--- src/rtl/core/airx_pkg.sv ---
package airx_pkg;

  // Request codes carried in req_type.
  typedef enum logic [1:0] {
    REQ_CLEAR = 2'd0,
    REQ_ADD   = 2'd1,
    REQ_FINAL = 2'd2,
    REQ_QUERY = 2'd3
  } req_t;

  typedef struct packed {
    logic [1:0]  req_type;
    logic [63:0] base_address;
    logic [63:0] range_size;
  } in_word_t;

  typedef struct packed {
    logic       answer;
    logic [6:0] entries_held;
  } out_word_t;

  // What every cell of the row does this cycle.
  typedef enum logic [2:0] {
    C_HOLD  = 3'd0,
    C_LOAD  = 3'd1,
    C_WRITE = 3'd2,
    C_SHIFT = 3'd3,
    C_SORT  = 3'd4
  } cell_op_t;

  typedef struct packed {
    cell_op_t op;
    logic     phase;
  } cell_ctl_t;

  // What the unit at the head of the row does this cycle.
  typedef enum logic [1:0] {
    H_IDLE  = 2'd0,
    H_MERGE = 2'd1,
    H_SCAN  = 2'd2
  } head_mode_t;

  typedef struct packed {
    head_mode_t mode;
    logic       clr;
  } head_ctl_t;

endpackage

--- src/rtl/core/airx_head.sv ---
module airx_head #(
  parameter int AW = 64,
  parameter int CW = 7
) (
  input  logic                clk,
  input  logic                rst_n,
  input  airx_pkg::head_ctl_t ctl,
  input  logic [AW-1:0]       q_base,
  input  logic [AW-1:0]       q_stop,
  input  logic                hd_live,
  input  logic [AW-1:0]       hd_start,
  input  logic [AW-1:0]       hd_stop,
  output logic                fd_live,
  output logic [AW-1:0]       fd_start,
  output logic [AW-1:0]       fd_stop,
  output logic [CW-1:0]       emits,
  output logic                hit_nxt
);
  import airx_pkg::*;

  logic          acc_v_r, acc_v_nxt;
  logic [AW-1:0] acc_s_r, acc_s_nxt;
  logic [AW-1:0] acc_e_r, acc_e_nxt;
  logic [CW-1:0] emits_r, emits_nxt;
  logic          ans_r, ans_nxt;

  always_comb begin
    acc_v_nxt = acc_v_r;
    acc_s_nxt = acc_s_r;
    acc_e_nxt = acc_e_r;
    emits_nxt = emits_r;
    ans_nxt   = ans_r;
    fd_live   = hd_live;
    fd_start  = hd_start;
    fd_stop   = hd_stop;
    if (ctl.clr) begin
      acc_v_nxt = 1'b0;
      emits_nxt = '0;
      ans_nxt   = 1'b0;
    end
    unique case (ctl.mode)
      H_IDLE: begin
      end
      H_SCAN: begin
        // last live word starting at or below the base decides
        if (hd_live && (hd_start <= q_base)) begin
          ans_nxt = (hd_stop >= q_stop);
        end
      end
      H_MERGE: begin
        if (hd_live && acc_v_r && (hd_start <= acc_e_r)) begin
          // absorb into the open run, push a dead word
          fd_live = 1'b0;
          if (hd_stop > acc_e_r) begin
            acc_e_nxt = hd_stop;
          end
        end else begin
          // close the open run and start a new one
          fd_live  = acc_v_r;
          fd_start = acc_s_r;
          fd_stop  = acc_e_r;
          if (acc_v_r) begin
            emits_nxt = emits_r + CW'(1);
          end
          acc_v_nxt = hd_live;
          acc_s_nxt = hd_start;
          acc_e_nxt = hd_stop;
        end
      end
      default: begin
      end
    endcase
  end

  always_ff @(posedge clk) begin
    if (!rst_n) begin
      acc_v_r <= 1'b0;
      emits_r <= '0;
      ans_r   <= 1'b0;
    end else begin
      acc_v_r <= acc_v_nxt;
      emits_r <= emits_nxt;
      ans_r   <= ans_nxt;
    end
    acc_s_r <= acc_s_nxt;
    acc_e_r <= acc_e_nxt;
  end

  assign emits   = emits_r;
  assign hit_nxt = ans_nxt;

endmodule

--- config.mk ---
export PLATFORM = sky130hd
export DESIGN_NAME = airx_head
export DESIGN_NICKNAME = d
export VERILOG_FILES = /design/src/rtl/core/airx_pkg.sv /design/src/rtl/core/airx_head.sv
export SDC_FILE = /design/constraint.sdc
export NUM_CORES = 1
export LEC_CHECK = 0
export BUFFER_PORTS_ARGS = -buffer_cell sky130_fd_sc_hd__buf_2
export CAP_MARGIN = 25
export CELL_PAD_IN_SITES_DETAIL_PLACEMENT = 2
export CELL_PAD_IN_SITES_GLOBAL_PLACEMENT = 2
export CORE_UTILIZATION = 35
export DETAILED_ROUTE_END_ITERATION = 8
export PLACE_DENSITY_LB_ADDON = 0.1
export SETUP_SLACK_MARGIN = 0.4
export SLEW_MARGIN = 20
export SYNTH_ARGS = -nofsm -noshare
export SYNTH_HDL_FRONTEND = slang
export SYNTH_SLANG_ARGS = --single-unit
--- constraint.sdc ---
create_clock -name clk -period 10.2 [get_ports clk]
set_clock_uncertainty 0.2 [all_clocks]
set_input_delay 0.51 -clock clk [delete_from_list [all_inputs] [get_ports clk]]
set_output_delay 0.51 -clock clk [all_outputs]
set_load 0.03 [all_outputs]
==> impl_metrics.yaml <==
timing:
  slew_violations: 0
  finalCritPeriodShare_pct: 57.29
  setup_slack_ns: 4.357
  rsz0062_at_grt: "false"
  timing.slew.headroom_pct: 33.89
  setup-tns-final_ns: 0
  tightest_slew_ns: 0.9826
  hold_ws_ns: 0.08738
  min_period_ns: 5.843
  setup_viol: 0
  max_freq_mhz: 171.1
  hold_viol_final: 0
power:
  cellLeakagePower_nw: 8.070
  irDropWorstVdd_mv: 0.1178
  power_mw: 1.888
  cellPowerDensity_nw_per_um2: 120.3
drt:
  vias: 10860
  ant_nets: 0
  first_pass_iters: 4
  vias_per_cell: 5.231
  wl_per_cell_um: 21.60
  route.detailed.drc: 0
  drt_iter0_markers: 353
  drt-total-wl_um: 44840
cts:
  clock_latency_ns: 0.44
  cts.sinks: 137
  cts_tree: "done"
  cts_buffers: 17
  ctsHtreeMaxLevel: 4
  cts_root_buf: "clkbuf_16"
  hold_buffers: 0
  post_cts_resized: 0
  post-cts-setup-buffers: 0
  cts_max_path_buffers: 2
  clkTransAtPathRegs_ns: 0.06
die:
  initial_utilization_pct: 35.52
  fp-row-count: 69
  die_x_um: 191.8
  die_h_um: 191.8
  design.die.area_um2: 36770
  ios: 399
  coreArea_um2: 35480
placed_design:
  gp_congestion: 0.8284
  dpl-instance-area_um2: 15080
  port_buffers: 398
  hpwl_um: 37350
  placedCellCount: 2033
  dp_slack_ns: 4.525
synth:
  synth_area_um2: 12600
  syn_avg_cell_area_um2: 10.62
  synth-edff-count: 128
  synth-simple-area-share_pct: 8.786
  synth-compound-area-share_pct: 12.02
  synth_cell_types: 53
  synth-seq-cells: 137
  synth_cells: 1187
  synthArstFlopShare_pct: 0
  synth-xor-area-share_pct: 0
  ys.flop_type: "edfxtp_1"
  seq_area_frac_synth_pct: 31.93
  synth_nets: 1706
  synth_top_family_by_area: "adder cells"
  ys_warn_count: 0
  muxShareOfSynthArea_pct: 14.62
  synth_fa_ha_area_share_pct: 25.51
global_routing:
  grt.overflow.total: 0
  grt_pass1_vias: 11950
  grt_usage_pct: 24.23
  grt_pass1_wl_um: 67410
  antenna_found_initial: 13
  grt_max_degree: 76
setup_path:
  path_max_fanout: 48
  crit_required_ns: 9.49
  endpoint_kind: "output port"
  criticalPathCategory: "flip-flop to output port"
  cp-start-kind: "flip-flop"
  crit_arrival_ns: 5.13
run:
  maxCapViolations: 0
worst_hold_path:
  hold_class: "input pin to flip-flop"
layout:
  final_common_cell: "buf_2"
  areaGrowthSynthToFinish_pct: 24.58
  drive_gt1_share_pct: 34.95
  final_cell_mix: "398 x buf_2, 257 x ha_1, 199 x inv_1"
  stdcell_area_um2: 15700
  nNetsFinal: 2111
  final_util_pct: 44.25
  finalNonFillerCells: 2076
outcome:
  status: "finished, final reports clean"
[worst max-delay path, cell delays in order (launching register included)]
cell	delay, ns
edfxtp_1	0.36
inv_1	0.07
ha_1	0.32
nand4_1	0.17
nor4_2	0.71
nand3_1	0.16
a31oi_1	0.27
nor4_4	0.12
nand2b_4	0.18
a31oi_4	0.21
buf_4	0.47
buf_16	0.34
buf_4	0.69
mux2_4	0.36
buf_2	0.18
[registers in the layout (all words and copies together), names as in the netlist]
signal / cells
acc_e_r: 64
emits: 7
acc_v_r: 1
acc_s_r: 64
ans_r: 1
[synth_stat cells, types with 3 or more instances]
cell	instances	area, um2
a211oi_1	14	105.1
a21o_1	41	307.8
a21oi_1	81	405.4
a221oi_1	5	43.79
and3_1	3	18.77
buf_2	4	20.02
buf_6	11	123.9
dfxtp_1	9	180.2
edfxtp_1	128	3844
ha_1	257	3216
inv_1	199	747.0
mux2_2	29	326.6
mux2_4	99	1486
mux2i_1	3	30.03
nand2_1	53	198.9
nand2b_1	4	25.02
nand3_1	20	100.1
nand4_1	51	319.1
nor2_1	28	105.1
nor2b_1	11	68.82
nor3_1	16	80.08
nor4_1	9	56.30
o211a_1	6	60.06
o211ai_1	8	60.06
o21a_1	10	75.07
o21ai_0	43	215.2
o221ai_1	4	35.03
o31a_1	5	43.79
[per-layer routing]
layer / vias up / track usage (%) / part of all wire [%]
met2: 262 / 42.96 / 50
met1: 5337 / 29.25 / 43
met4: 10 / 7.173 / 1.5
met3: 42 / 4.970 / 5.3
met5: - / 0 / 0.15
li1: 5208 / - / -
[worst paths after layout]
path / endpoint / cells after the start / slack [ns] / from
setup / recovery: fd_stop[36] / 14 / 4.36 / acc_e_r[55]
hold / removal: acc_e_r[0] / 1 / 0.09 / hd_stop[0]
setup reg to reg: acc_e_r[14] / 13 / 5.45 / acc_e_r[55]
hold reg to reg: emits[6] / 1 / 0.34 / emits[6]
[layout make-up]
cell class / count / area, um2
antenna: 10 / 25.02
clock buffer: 21 / 440.4
clock inverter: 11 / 128.9
fill: 3889 / 19780
inverter: 199 / 747.0
multi-input combinational: 834 / 7686
sequential: 137 / 4024
tap: 461 / 576.8
timing repair buffer: 403 / 2073
[cells by family after synthesis]
group	after synthesis
buffers and inverters	216
AO/OA/AOI/OAI	236
AND/OR/NAND/NOR	210
multiplexers	131
adder cells (fa/ha/maj)	257
flip-flops	137
[report_power, final]
group	leakage (nW)	internal, mW	switching (mW)
Clock	0.269	0.380	0.258
Combinational	6.52	0.238	0.349
Sequential	1.28	0.650	0.0134
(Power assumes the default switching activity.)
