--- config.mk ---
export PLATFORM = sky130hd
export DESIGN_NAME = airx_cell
export DESIGN_NICKNAME = d
export VERILOG_FILES = /design/src/rtl/core/airx_pkg.sv /design/src/rtl/core/airx_cell.sv
export SDC_FILE = /design/constraint.sdc
export NUM_CORES = 1
export LEC_CHECK = 0
export BUFFER_PORTS_ARGS = -buffer_cell sky130_fd_sc_hd__buf_2
export CAP_MARGIN = 30
export CORE_AREA = 2 2 208 210
export DETAILED_ROUTE_END_ITERATION = 16
export DIE_AREA = 0 0 210 212
export GPL_ROUTABILITY_DRIVEN = 0
export PLACE_DENSITY_LB_ADDON = 0.12
export SYNTH_ARGS = -nofsm -noshare
export SYNTH_HDL_FRONTEND = slang
export SYNTH_SLANG_ARGS = --single-unit
export TNS_END_PERCENT = 1
--- constraint.sdc ---
create_clock -name clk -period 14.9 [get_ports clk]
set_input_delay 0 -clock clk [delete_from_list [all_inputs] [get_ports clk]]
set_output_delay 0 -clock clk [all_outputs]
set_load 0.03 [all_outputs]
--- src/rtl/core/airx_pkg.sv ---
package airx_pkg;

  // Request codes carried in req_type.
  typedef enum logic [1:0] {
    REQ_CLEAR = 2'd0,
    REQ_ADD   = 2'd1,
    REQ_FINAL = 2'd2,
    REQ_QUERY = 2'd3
  } req_t;

  typedef struct packed {
    logic [1:0]  req_type;
    logic [63:0] base_address;
    logic [63:0] range_size;
  } in_word_t;

  typedef struct packed {
    logic       answer;
    logic [6:0] entries_held;
  } out_word_t;

  // What every cell of the row does this cycle.
  typedef enum logic [2:0] {
    C_HOLD  = 3'd0,
    C_LOAD  = 3'd1,
    C_WRITE = 3'd2,
    C_SHIFT = 3'd3,
    C_SORT  = 3'd4
  } cell_op_t;

  typedef struct packed {
    cell_op_t op;
    logic     phase;
  } cell_ctl_t;

  // What the unit at the head of the row does this cycle.
  typedef enum logic [1:0] {
    H_IDLE  = 2'd0,
    H_MERGE = 2'd1,
    H_SCAN  = 2'd2
  } head_mode_t;

  typedef struct packed {
    head_mode_t mode;
    logic       clr;
  } head_ctl_t;

endpackage

--- src/rtl/core/airx_cell.sv ---
module airx_cell #(
  parameter int AW    = 64,
  parameter int CW    = 7,
  parameter int IDX   = 0,
  parameter int NCELL = 65
) (
  input  logic                clk,
  input  airx_pkg::cell_ctl_t ctl,
  input  logic [CW-1:0]       sel,
  input  logic [AW-1:0]       wr_start,
  input  logic [AW-1:0]       wr_stop,
  input  logic                dn_live,
  input  logic [AW-1:0]       dn_start,
  input  logic [AW-1:0]       dn_stop,
  input  logic                up_live,
  input  logic [AW-1:0]       up_start,
  input  logic [AW-1:0]       up_stop,
  output logic                cur_live,
  output logic [AW-1:0]       cur_start,
  output logic [AW-1:0]       cur_stop
);
  import airx_pkg::*;

  localparam bit            HAS_DN = (IDX > 0);
  localparam bit            HAS_UP = (IDX < NCELL - 1);
  localparam bit            MY_PAR = ((IDX % 2) == 1);
  localparam logic [CW-1:0] MY_IDX = CW'(IDX);

  logic          live_r, live_nxt;
  logic [AW-1:0] start_r, start_nxt;
  logic [AW-1:0] stop_r, stop_nxt;

  // Order: live entries by start then stop, dead entries last.
  function automatic logic ahead(logic al, logic [AW-1:0] as, logic [AW-1:0] ae,
                                 logic bl, logic [AW-1:0] bs, logic [AW-1:0] be);
    return al && (!bl || (as < bs) || ((as == bs) && (ae < be)));
  endfunction

  always_comb begin
    live_nxt  = live_r;
    start_nxt = start_r;
    stop_nxt  = stop_r;
    unique case (ctl.op)
      C_HOLD: begin
      end
      C_LOAD: begin
        live_nxt = (MY_IDX < sel);
      end
      C_WRITE: begin
        if (MY_IDX == sel) begin
          start_nxt = wr_start;
          stop_nxt  = wr_stop;
        end
      end
      C_SHIFT: begin
        live_nxt  = up_live;
        start_nxt = up_start;
        stop_nxt  = up_stop;
      end
      C_SORT: begin
        if (MY_PAR == ctl.phase) begin
          // lower cell of the pair keeps the smaller word
          if (HAS_UP && ahead(up_live, up_start, up_stop, live_r, start_r, stop_r)) begin
            live_nxt  = up_live;
            start_nxt = up_start;
            stop_nxt  = up_stop;
          end
        end else begin
          if (HAS_DN && ahead(live_r, start_r, stop_r, dn_live, dn_start, dn_stop)) begin
            live_nxt  = dn_live;
            start_nxt = dn_start;
            stop_nxt  = dn_stop;
          end
        end
      end
      default: begin
      end
    endcase
  end

  always_ff @(posedge clk) begin
    live_r  <= live_nxt;
    start_r <= start_nxt;
    stop_r  <= stop_nxt;
  end

  assign cur_live  = live_r;
  assign cur_start = start_r;
  assign cur_stop  = stop_r;

endmodule

==> reports/metrics.cfg, run 1 <==
[pwr]
power_frac_comb_pct=25.4
powerDensity_nw_per_um2=78.0
power.net_switching_uw=315
sw_frac_of_total_pct=27.9
p_int_uw=816
power.ir.vdd_worst_uv=73.4
clkPwrFrac_pct=36.5
leakage_nw=6.71
power_frac_seq_pct=38.1

[synth]
synth_cells=742
yosys.cell_types.count=44
synth.yosys.seq_area_share_pct=44.5
yosys_most_used_dff=sky130_fd_sc_hd__edfxtp_1
postSynthNetCount=1267
syn_area_um2=8700
synthArstFlopShare_pct=0
yosys_warnings=0
ys_top_cells_by_area=sky130_fd_sc_hd__edfxtp_1 (45%), sky130_fd_sc_hd__ha_1 (18%), sky130_fd_sc_hd__mux2_2 (17%)
ys_ff_latch=129
synth-edff-count=129
synth.top_cell.area_share_pct=44.5
synth_area_per_cell_um2=11.7
yosysTopAreaCell=sky130_fd_sc_hd__edfxtp_1

[clocking]
cts_resized=0
clkLatencyLatePin_ns=0.47
sinks_on_clock_net=129
cts.reportedPaths.clkPinSlew_ns=0.06
htreeDepth=4
ctsLongestPathBuffers=2
clock_tree.root_cell=sky130_fd_sc_hd__clkbuf_16
postCtsSetupRepairBufs=0
numCtsBuffers=17
cts_tree=done

[route]
routed_wl_mm=32.6
drt_iter0_drc=261
route.antenna.remaining_nets=0
detail_route.vias_per_cell=4.07
detailedRoute.firstPassIterationCount=4
detailroute.via_count=8026
drc=0
routedWlPerCell_um=16.6

[worst_setup_path]
setup.worst_path.end_class=flop
crit_path_start_kind=flop
worstSetupPathType=reg -> reg
slowest_delay_ns=0.74
critPathRequiredTime_ns=15.00
cell_breakdown_of_the_critical_path=inv_1 -> ha_1 -> nand4_1 -> nor4_1 -> and3_1 -> o2111ai_1 -> o22ai_1 -> o211ai_1 -> nand2_4 -> buf_4
timing.reg2reg.setup_slack_ns=10.87
maximum_fanout_count_along_the_critical_path=56
worst_path_max_delay_cell=sky130_fd_sc_hd__nor4_1
worst-endpoint-arrival_ns=4.13

[placement]
numPlacedInstances=1676
port_buffers=397
setup_slack_after_placement_ns=10.79
place.detailed.hpwl_mm=25.2

[layout]
final_core_util_pct=34.1
most_common_library_cell_in_the_layout_ignoring_fill_and_taps=sky130_fd_sc_hd__buf_2
area_growth_syn_to_layout_pct=66.7
drive_gt1_share_pct=39.4
final_nets=1934
cell_count_final_fillers_out=1970
mostFrequentLayoutCells=sky130_fd_sc_hd__buf_2 (397), sky130_fd_sc_hd__dlygate4sd3_1 (260), sky130_fd_sc_hd__inv_1 (132)

[grt]
antenna_found_initial=10
largest_net_degree_at_the_start_of_global_routing=57
first_pass_grt_wire_length_mm=48.3
overall_fraction_of_global_route_tracks_in_use_pct=14.8
global_route.overflow_total=0
grt_pass1_vias=8205

[sta]
layout_setup_ws_ns=10.87
worst_slew_margin_rel_pct=43.5
final_period_minus_worst_setup_slack_ns=4.03
finClkSkew_ns=0.00989
rsz0062_at_grt=no
fin_hold_ws_ns=0.233
hold_viol=0
tns_ns=0
drv_slew=0
tightest_slew_ns=0.848
fmax_ghz=0.248
setup_violations=0
final_cycle_share_pct=27.1

[floorplanning]
core_area_um2=42500
io-pin-count=527
floorplan.rows=76
dieHeight_um=212
die_width_um=210
fp.dieArea_um2=44500
initial_utilization_pct=20.5

[flow_run]
cap_viol_max_count=0

[status]
outcome=finished clean

[min_path]
min_path_type=in -> reg

==> power by group through the flow <==
stage	Clock [mW]	Sequential (mW)	Combinational [mW]
6_report	0.413	0.432	0.287
5_1_grt	0.447	0.434	0.317
4_1_cts	0.440	0.432	0.290
3_5_place_dp	0	0.439	0.218
3_3_place_gp	0	0.439	0.218
2_1_floorplan	0	0.472	0.0990
==> state kept, by name, summed over array words and instances (netlist names) <==
name       flops
cur_start     64
cur_stop      64
cur_live       1
==> cells in the mapped netlist, types with 2 or more instances <==
library cell,instances
sky130_fd_sc_hd__inv_1,132
sky130_fd_sc_hd__edfxtp_1,129
sky130_fd_sc_hd__mux2_2,128
sky130_fd_sc_hd__ha_1,127
sky130_fd_sc_hd__a21oi_1,42
sky130_fd_sc_hd__nand2_1,34
sky130_fd_sc_hd__nand4_1,24
sky130_fd_sc_hd__o21ai_0,19
sky130_fd_sc_hd__nor2_1,15
sky130_fd_sc_hd__a21o_1,10
sky130_fd_sc_hd__buf_2,10
sky130_fd_sc_hd__a211oi_1,8
sky130_fd_sc_hd__nand3_1,7
sky130_fd_sc_hd__nor3_1,7
sky130_fd_sc_hd__nor4_1,6
sky130_fd_sc_hd__o211ai_1,5
sky130_fd_sc_hd__clkbuf_1,4
sky130_fd_sc_hd__a221oi_1,3
sky130_fd_sc_hd__a22oi_1,2
sky130_fd_sc_hd__a31oi_1,2
sky130_fd_sc_hd__and3_1,2
sky130_fd_sc_hd__nor2b_1,2
sky130_fd_sc_hd__o21ai_1,2
sky130_fd_sc_hd__o22ai_1,2
==> worst paths after layout <==
kind,end,cells past startpoint,startpoint
setup reg to reg,cur_start[38],10,cur_start[37]
setup / recovery,cur_start[38],10,cur_start[37]
hold reg to reg,cur_live,3,cur_live
hold / removal,cur_stop[40],3,ctl[2]
==> layout make-up <==
cell class	count	area, µm²
diodes	4	10.0
clock buffers	19	433
clock inverters	11	97.6
fillers	4431	28000
inverters	132	495
multi-input cells	467	4290
flip-flops and latches	129	3870
well taps	546	683
repair buffers	662	4630
==> layer usage <==
layer | vias to the layer above | part of all wire [%] | track usage [%]
met2 | 238 | 44 | 22.6
met1 | 3664 | 48 | 19.2
met4 | 12 | 1.3 | 4.70
met5 | - | 0.24 | 0
li1 | 4079 | - | -
met3 | 33 | 6.9 | 5.63
==> cell families (layout without fill, tap and decap cells) <==
family	after synthesis	after routing	share of synthesized area [%]
AO/OA/AOI/OAI	106	106	7.84
buffers and inverters	146	824	6.44
AND/OR/NAND/NOR	106	106	6.37
other	0	4	0
multiplexers	128	128	16.6
flip-flops	129	129	44.5
adder cells (fa/ha/maj)	127	127	18.3
==> timing repair <==
action / in CTS / in global routing
hold buffers: 260 / 0
endpoints found under the setup margin: 0 / 0
hold endpoints to repair: 130 / 0
==> stage by stage <==
| step | total power, mW | area [µm²] |
|---|---|---|
| 2_1_floorplan | 0.571 | 8700 |
| 3_3_place_gp | 0.657 | 11400 |
| 3_5_place_dp | 0.658 | 11400 |
| 4_1_cts | 1.16 | 14500 |
| 5_1_grt | 1.20 | 14500 |
| 6_report | 1.13 | 14500 |
==> critical path: cells and delay by family, from the launching register on <==
kind | cells | cell delay [ns]
buffers and inverters | 2 | 0.75
AOI/OAI and AO/OA | 3 | 0.58
adders and majority gates | 1 | 0.29
DFF | 1 | 0.36
and+or+nand+nor | 4 | 1.58
No activity file was read; power rests on OpenSTA's default activity.
==> run 2, diff against run 1 <==
- clock period: 14.9 -> 3.8 ns (I/O delays scaled with it)
==> run 2 against run 1 <==
Against the previous run: sequential power rose to 3.9 times the previous value; die area stayed put; setup slack lost 10 ns; via count up 0.62%; cell area grew 0.69%; sequential cell count unchanged; critical path depth stayed put; global-route usage rose by 0.20 points; sequential share of layout area fell by 0.18 points; first-iteration DRC count rose by 6.5%; core utilization grew 0.24 points; critical path type unchanged; critical endpoint is now cur_start[11]; highest routed layer unchanged.
==> reports/metrics.cfg, run 2 (synthesized netlist as in run 1, its figures left out) <==
[clocking]
cts.reportedPaths.clkPinSlew_ns=0.06  ; about the same
clock_tree.root_cell=sky130_fd_sc_hd__clkbuf_16
htreeDepth=4  ; unchanged
numCtsBuffers=17  ; unchanged
cts_tree=done
sinks_on_clock_net=129  ; unchanged
clkLatencyLatePin_ns=0.48  ; about the same
ctsLongestPathBuffers=2  ; unchanged
cts_resized=0  ; unchanged

[layout]
most_common_library_cell_in_the_layout_ignoring_fill_and_taps=sky130_fd_sc_hd__buf_2
final_core_util_pct=34.4  ; +0.24 points
design_area_um2=14600  ; +0.69%
area_growth_syn_to_layout_pct=67.9
mostFrequentLayoutCells=sky130_fd_sc_hd__buf_2 (397), sky130_fd_sc_hd__dlygate4sd3_1 (260), sky130_fd_sc_hd__inv_1 (132)
final_nets=1937  ; +0.16%
drive_gt1_share_pct=39.5  ; +0.10 points

[sta]
finClkSkew_ns=0.0116  ; +0.00174 ns
fmax_ghz=0.304  ; +23%
tns_ns=0  ; unchanged
final_cycle_share_pct=86.5  ; +59 points
rsz0062_at_grt=no
final_period_minus_worst_setup_slack_ns=3.29  ; -0.745 ns
tightest_slew_ns=0.919  ; +0.0717 ns
hold_viol=0  ; unchanged
drv_slew=0  ; unchanged
worst_slew_margin_rel_pct=38.5  ; -5.0 points
setup_violations=0  ; unchanged

[floorplanning]
dieHeight_um=212  ; unchanged
floorplan.rows=76  ; unchanged
die_width_um=210  ; unchanged
initial_utilization_pct=20.5  ; unchanged
fp.dieArea_um2=44500  ; unchanged
io-pin-count=527  ; unchanged
core_area_um2=42500  ; unchanged

[route]
detailedRoute.firstPassIterationCount=4  ; unchanged
drc=0  ; unchanged
drt_iter0_drc=278  ; +6.5%
detail_route.vias_per_cell=4.09  ; +0.37%
routed_wl_mm=33.2  ; +1.6%
route.antenna.remaining_nets=0  ; unchanged
routedWlPerCell_um=16.8  ; +1.4%
detailroute.via_count=8076  ; +0.62%

[worst_setup_path]
path_buf_inv=2  ; unchanged
cell_breakdown_of_the_critical_path=inv_1 -> ha_1 -> a21oi_1 -> o21ai_0 -> a221oi_1 -> o211ai_1 -> a2111oi_2 -> a31oi_1 -> nand2_8 -> buf_12
cp_top_family=compound AO/OA/AOI/OAI gates
setup.worst_path.end_class=flop
timing.reg2reg.setup_slack_ns=0.51  ; -10.35 ns
slowest_delay_ns=0.59  ; -0.15 ns
worst-endpoint-arrival_ns=3.43  ; -0.70 ns
critPathRequiredTime_ns=3.95  ; -11.05 ns
maximum_fanout_count_along_the_critical_path=47  ; -16%
worst_path_max_delay_cell=sky130_fd_sc_hd__a2111oi_2
crit_path_start_kind=flop
worstSetupPathType=reg -> reg

[pwr]
powerDensity_nw_per_um2=311  ; +300%
power.ir.vdd_worst_uv=302  ; +310%
leakage_nw=6.75  ; +0.57%

[placement]
port_buffers=397  ; unchanged
place.detailed.hpwl_mm=25.9  ; +2.8%
placed_cell_area_um2=11400  ; +0.61%

[grt]
overall_fraction_of_global_route_tracks_in_use_pct=15.0  ; +0.20 points
largest_net_degree_at_the_start_of_global_routing=48  ; -16%
grt_pass1_vias=8353  ; +1.8%
antenna_found_initial=12  ; +2
first_pass_grt_wire_length_mm=49.0  ; +1.6%
global_route.overflow_total=0  ; unchanged

[flow_run]
cap_viol_max_count=0  ; unchanged

[min_path]
min_path_type=in -> reg

[status]
outcome=finished clean

run 2: cell count changes in the layout (fill, tap and decap cells not counted), sizes merged:
cell    previous run  this run
clkbuf            19        22
diode              4         5
bufinv             2         3
buf              402       405
clkinv             9         6
run 2: per-layer routing:
metal	part of all wire [%]	global-route usage [%]
met4	1.8	5.48
met3	6.8	5.33
met5	0.18	0
met2	44	23.0
met1	47	19.3
run 2: worst paths after layout:
kind | start | end | cells past startpoint
min | ctl[2] | cur_stop[59] | 4
max | cur_start[27] | cur_start[11] | 10
min reg2reg | cur_live | cur_live | 3
max reg2reg | cur_start[27] | cur_start[11] | 10
run 2: power by group:
part           switching (mW)  internal, mW
Clock                   0.697          1.01
Sequential             0.0303          1.66
Combinational           0.530         0.608
Total                    1.26          3.28
run 2: worst register-to-register path, cell delays in order (launching register included):
cell	delay, ns
sky130_fd_sc_hd__edfxtp_1	0.39
sky130_fd_sc_hd__inv_1	0.07
sky130_fd_sc_hd__ha_1	0.23
sky130_fd_sc_hd__a21oi_1	0.13
sky130_fd_sc_hd__o21ai_0	0.11
sky130_fd_sc_hd__a221oi_1	0.58
sky130_fd_sc_hd__o211ai_1	0.18
sky130_fd_sc_hd__a2111oi_2	0.59
sky130_fd_sc_hd__a31oi_1	0.21
sky130_fd_sc_hd__nand2_8	0.15
sky130_fd_sc_hd__buf_12	0.25
run 2: metrics by stage:
| step | hold slack, ns | std cells | power (mW) | worst slack, ns |
|---|---|---|---|---|
| after floorplan | 0.187 | 742 | 2.23 | 0.393 |
| after global placement | 0.302 | 1679 | 2.59 | 0.405 |
| after detailed placement | 0.305 | 1679 | 2.59 | 0.412 |
| after CTS | 0.309 | 1970 | 4.65 | 0.407 |
| after global routing | 0.359 | 1972 | 4.78 | 0.243 |
| final | 0.359 | 1975 | 4.54 | 0.515 |
run 2: final cells by class:
type | instances | area [µm²]
Inverter | 132 | 495
Antenna cell | 5 | 12.5
Multi-Input combinational cell | 467 | 4290
Clock buffer | 22 | 444
Clock inverter | 9 | 115
Timing Repair Buffer | 665 | 4690
Fill cell | 4447 | 27900
Sequential cell | 129 | 3870
Tap cell | 546 | 683
run 2: repair_timing:
action	CTS	global route
buffers inserted	0	0
endpoints found under the hold margin	130	0
hold buffers	260	0
==> run 3, diff against run 2 <==
- ABC_AREA: default -> 1
- CORE_AREA: 2 2 208 210 -> 2 2 204 206
- DIE_AREA: 0 0 210 212 -> 0 0 206 208
==> run 3 against run 2 <==
Against the previous run: sequential power about the same; final cell count is 17% higher; wire length decreased by 0.76%; die area down 3.8%; setup slack worse by 0.033 ns; clock skew rose by 0.0014 ns; via count rose by 16%; highest routed layer unchanged.
==> reports/metrics.cfg, run 3 <==
[pwr]
leakage_nw=7.61  ; +13%
powerDensity_nw_per_um2=298  ; -4.1%
total_power_mw=4.36  ; -3.9%
power.ir.vdd_worst_uv=244  ; -19%

[synth]
synth_top_family_by_area=simple AND/OR/NAND/NOR gates
synth_area_per_cell_um2=8.01  ; -32%
yosys.cell_types.count=27  ; -39%
syn_area_um2=8890  ; +2.1%
synthArstFlopShare_pct=0  ; unchanged
synth_cells=1110  ; +50%
yosys_warnings=0  ; unchanged
simple_gate_fraction_of_synth_area_pct=25.6  ; +19 points
synth-adder-area-share_pct=17.9  ; -0.38 points
yosysTopAreaCell=sky130_fd_sc_hd__edfxtp_1
ys_ff_latch=129  ; unchanged
ys_top_cells_by_area=sky130_fd_sc_hd__edfxtp_1 (44%), sky130_fd_sc_hd__nand2_1 (21%), sky130_fd_sc_hd__ha_1 (18%)
synth_area_in_xor_xnor_pct=0  ; unchanged
netlist_top_cells_count=sky130_fd_sc_hd__nand2_1 (502), sky130_fd_sc_hd__inv_1 (156), sky130_fd_sc_hd__edfxtp_1 (129), sky130_fd_sc_hd__ha_1 (127), sky130_fd_sc_hd__a21oi_1 (57)
yosys.cell_count.top_type=sky130_fd_sc_hd__nand2_1
yosys_most_used_dff=sky130_fd_sc_hd__edfxtp_1
postSynthNetCount=1635  ; +29%
synth.top_cell.area_share_pct=43.6  ; -0.93 points
synth.yosys.seq_area_share_pct=43.6  ; -0.93 points
fraction_of_the_mapped_netlist_area_in_compound_gates_pct=5.05  ; -2.8 points
synth-edff-count=129  ; unchanged
synth.mux.area_fraction_pct=0  ; -17 points

[worst_setup_path]
cell_breakdown_of_the_critical_path=inv_1 -> ha_1 -> nand2_1 -> nor2_1 -> nand4_1 -> nor2_1 -> nand2_1 -> nor2_1 -> nand3_1 -> nor2_1 -> nand2_1 -> nand2_1 -> nand2_2 -> o21ai_4 -> buf_12
r2r.worst_path.cells=15  ; +5
r2r_start=cur_start[39]
crit_path_start_kind=flop
setup.worst_path.end_class=flop
maximum_fanout_count_along_the_critical_path=128  ; +170%
cp_num_cells=15  ; +5
path_buf_inv=2  ; unchanged
cp_top_family=simple AND/OR/NAND/NOR gates
critPathRequiredTime_ns=3.86  ; -0.09 ns
worst-endpoint-arrival_ns=3.37  ; -0.06 ns
worst_setup_startpoint=cur_start[39]
slowest_delay_ns=0.53  ; -0.06 ns
worst_setup_path_endpoint=cur_start[58]
worstSetupPathType=reg -> reg
timing.reg2reg.setup_slack_ns=0.48  ; -0.03 ns
r2r_end=cur_start[58]
worst_path_max_delay_cell=sky130_fd_sc_hd__buf_12

[sta]
fmax_ghz=0.301  ; -0.99%
fin_hold_ws_ns=0.0479  ; -0.311 ns
final_period_minus_worst_setup_slack_ns=3.32  ; +0.0327 ns
setup_violations=0  ; unchanged
rsz0062_at_grt=no
worst_slew_margin_rel_pct=40.8  ; +2.3 points
tightest_slew_ns=0.888  ; -0.0313 ns
hold_viol=0  ; unchanged
drv_slew=0  ; unchanged
finClkSkew_ns=0.0130  ; +0.00137 ns
final_cycle_share_pct=87.3  ; +0.86 points

[clocking]
numCtsBuffers=17  ; unchanged
ctsLongestPathBuffers=2  ; unchanged
cts.reportedPaths.clkPinSlew_ns=0.06  ; about the same
cts_tree=done
postCtsSetupRepairBufs=0  ; unchanged
clock_tree.root_cell=sky130_fd_sc_hd__clkbuf_16
clkLatencyLatePin_ns=0.44  ; -0.04 ns
htreeDepth=4  ; unchanged
sinks_on_clock_net=129  ; unchanged

[route]
detailroute.via_count=9341  ; +16%
drc=0  ; unchanged
detailedRoute.firstPassIterationCount=7  ; +3
route.antenna.remaining_nets=0  ; unchanged
detail_route.vias_per_cell=4.04  ; -1.2%
routedWlPerCell_um=14.2  ; -15%
routed_wl_mm=32.9  ; -0.76%
drt_iter0_drc=431  ; +55%

[layout]
final_nets=2290  ; +18%
cell_count_final_fillers_out=2311  ; +17%
area_growth_syn_to_layout_pct=64.7
mostFrequentLayoutCells=sky130_fd_sc_hd__nand2_1 (502), sky130_fd_sc_hd__buf_2 (397), sky130_fd_sc_hd__dlygate4sd3_1 (260)
drive_gt1_share_pct=24.5  ; -15 points
most_common_library_cell_in_the_layout_ignoring_fill_and_taps=sky130_fd_sc_hd__nand2_1
design_area_um2=14600  ; +0.21%

[grt]
global_route.overflow_total=0  ; unchanged
grt_pass1_vias=9572  ; +15%
antenna_found_initial=10  ; -2
largest_net_degree_at_the_start_of_global_routing=129  ; +170%
first_pass_grt_wire_length_mm=50.7  ; +3.5%
overall_fraction_of_global_route_tracks_in_use_pct=15.3  ; +0.30 points

[floorplanning]
dieHeight_um=208  ; -1.9%
io-pin-count=527  ; unchanged
die_width_um=206  ; -1.9%
floorplan.rows=74  ; -2.6%
core_area_um2=40600  ; -4.6%
fp.dieArea_um2=42800  ; -3.8%
initial_utilization_pct=21.9  ; +1.4 points

[flow_run]
cap_viol_max_count=0  ; unchanged

[placement]
numPlacedInstances=2018  ; +20%
placed_cell_area_um2=11500  ; +0.74%
place.detailed.hpwl_mm=24.3  ; -6.2%
port_buffers=397  ; unchanged

[status]
outcome=finished clean

[min_path]
min_path_type=in -> reg

[run 3: cell count changes after synthesis, moves of 8 or more]
cell	previous run	this run
sky130_fd_sc_hd__a21oi_1	42	57
sky130_fd_sc_hd__nand3_1	7	20
sky130_fd_sc_hd__inv_1	132	156
sky130_fd_sc_hd__a21o_1	10	2
sky130_fd_sc_hd__mux2_2	128	0
sky130_fd_sc_hd__nand4_1	24	6
sky130_fd_sc_hd__a211oi_1	8	0
sky130_fd_sc_hd__nand2_1	34	502
sky130_fd_sc_hd__nor2_1	15	40
sky130_fd_sc_hd__clkbuf_1	4	17
[run 3: layout make-up]
cell class | count | area [µm²]
Timing Repair Buffer | 663 | 4660
Multi-Input combinational cell | 796 | 4320
Tap cell | 532 | 666
Sequential cell | 129 | 3870
Clock buffer | 20 | 437
Antenna cell | 4 | 10.0
Inverter | 158 | 596
Fill cell | 4373 | 25900
Clock inverter | 9 | 70.1
[run 3: worst min-delay path by stage]
stage / to / slack, ns / cells after the start / from
3_3_place_gp: cur_stop[46] / 0.26 / 3 / wr_stop[46]
3_5_place_dp: cur_stop[42] / 0.27 / 3 / wr_stop[42]
4_1_cts: cur_live / 0.03 / 5 / sel[2]
2_1_floorplan: cur_start[10] / 0.18 / 2 / wr_start[10]
5_1_grt: cur_live / 0.07 / 5 / sel[3]
6_report: cur_live / 0.05 / 5 / sel[1]
[run 3: what timing repair did]
action	CTS	global route
endpoints found under the hold margin	130	0
hold buffers	260	0
gates resized for setup	0	0
[run 3: stage by stage]
step | utilization [%] | setup slack [ns] | TNS, ns
4_1_cts | 36.1 | 0.345 | 0
3_5_place_dp | 28.4 | 0.373 | 0
6_report | 36.1 | 0.482 | 0
5_1_grt | 36.1 | 0.0935 | 0
3_3_place_gp | 28.4 | 0.373 | 0
2_1_floorplan | - | -0.443 | -56.75
[run 3: cells by family after synthesis]
group | count (synthesis)
AND/OR/NAND/NOR | 585
adder cells (fa/ha/maj) | 127
AO/OA/AOI/OAI | 84
flip-flops | 129
buffers and inverters | 185
[run 3: power breakdown]
group	internal (mW)	switching, mW	total, mW
sequential	1.66	0.0299	1.69
combinational	0.557	0.585	1.14
clock	0.875	0.655	1.53
total	3.09	1.27	4.36
[run 3: metal layers]
| layer | wire length, µm | GRT usage, % | vias to the layer above | share of wire (%) |
|---|---|---|---|---|
| met1 | 15100 | 18.8 | 4185 | 46 |
| met2 | 15100 | 25.7 | 239 | 46 |
| met3 | 2160 | 4.50 | 36 | 6.6 |
| met4 | 480 | 4.43 | 12 | 1.5 |
| li1 | - | - | 4869 | - |
| met5 | 75 | 0 | - | 0.23 |
[run 3: worst min-delay path, cell delays in order]
cell                      delay (ns)
sky130_fd_sc_hd__buf_2          0.07
sky130_fd_sc_hd__nor4_1         0.04
sky130_fd_sc_hd__nand2_1        0.13
sky130_fd_sc_hd__nand2_1        0.07
sky130_fd_sc_hd__o21ai_0        0.06
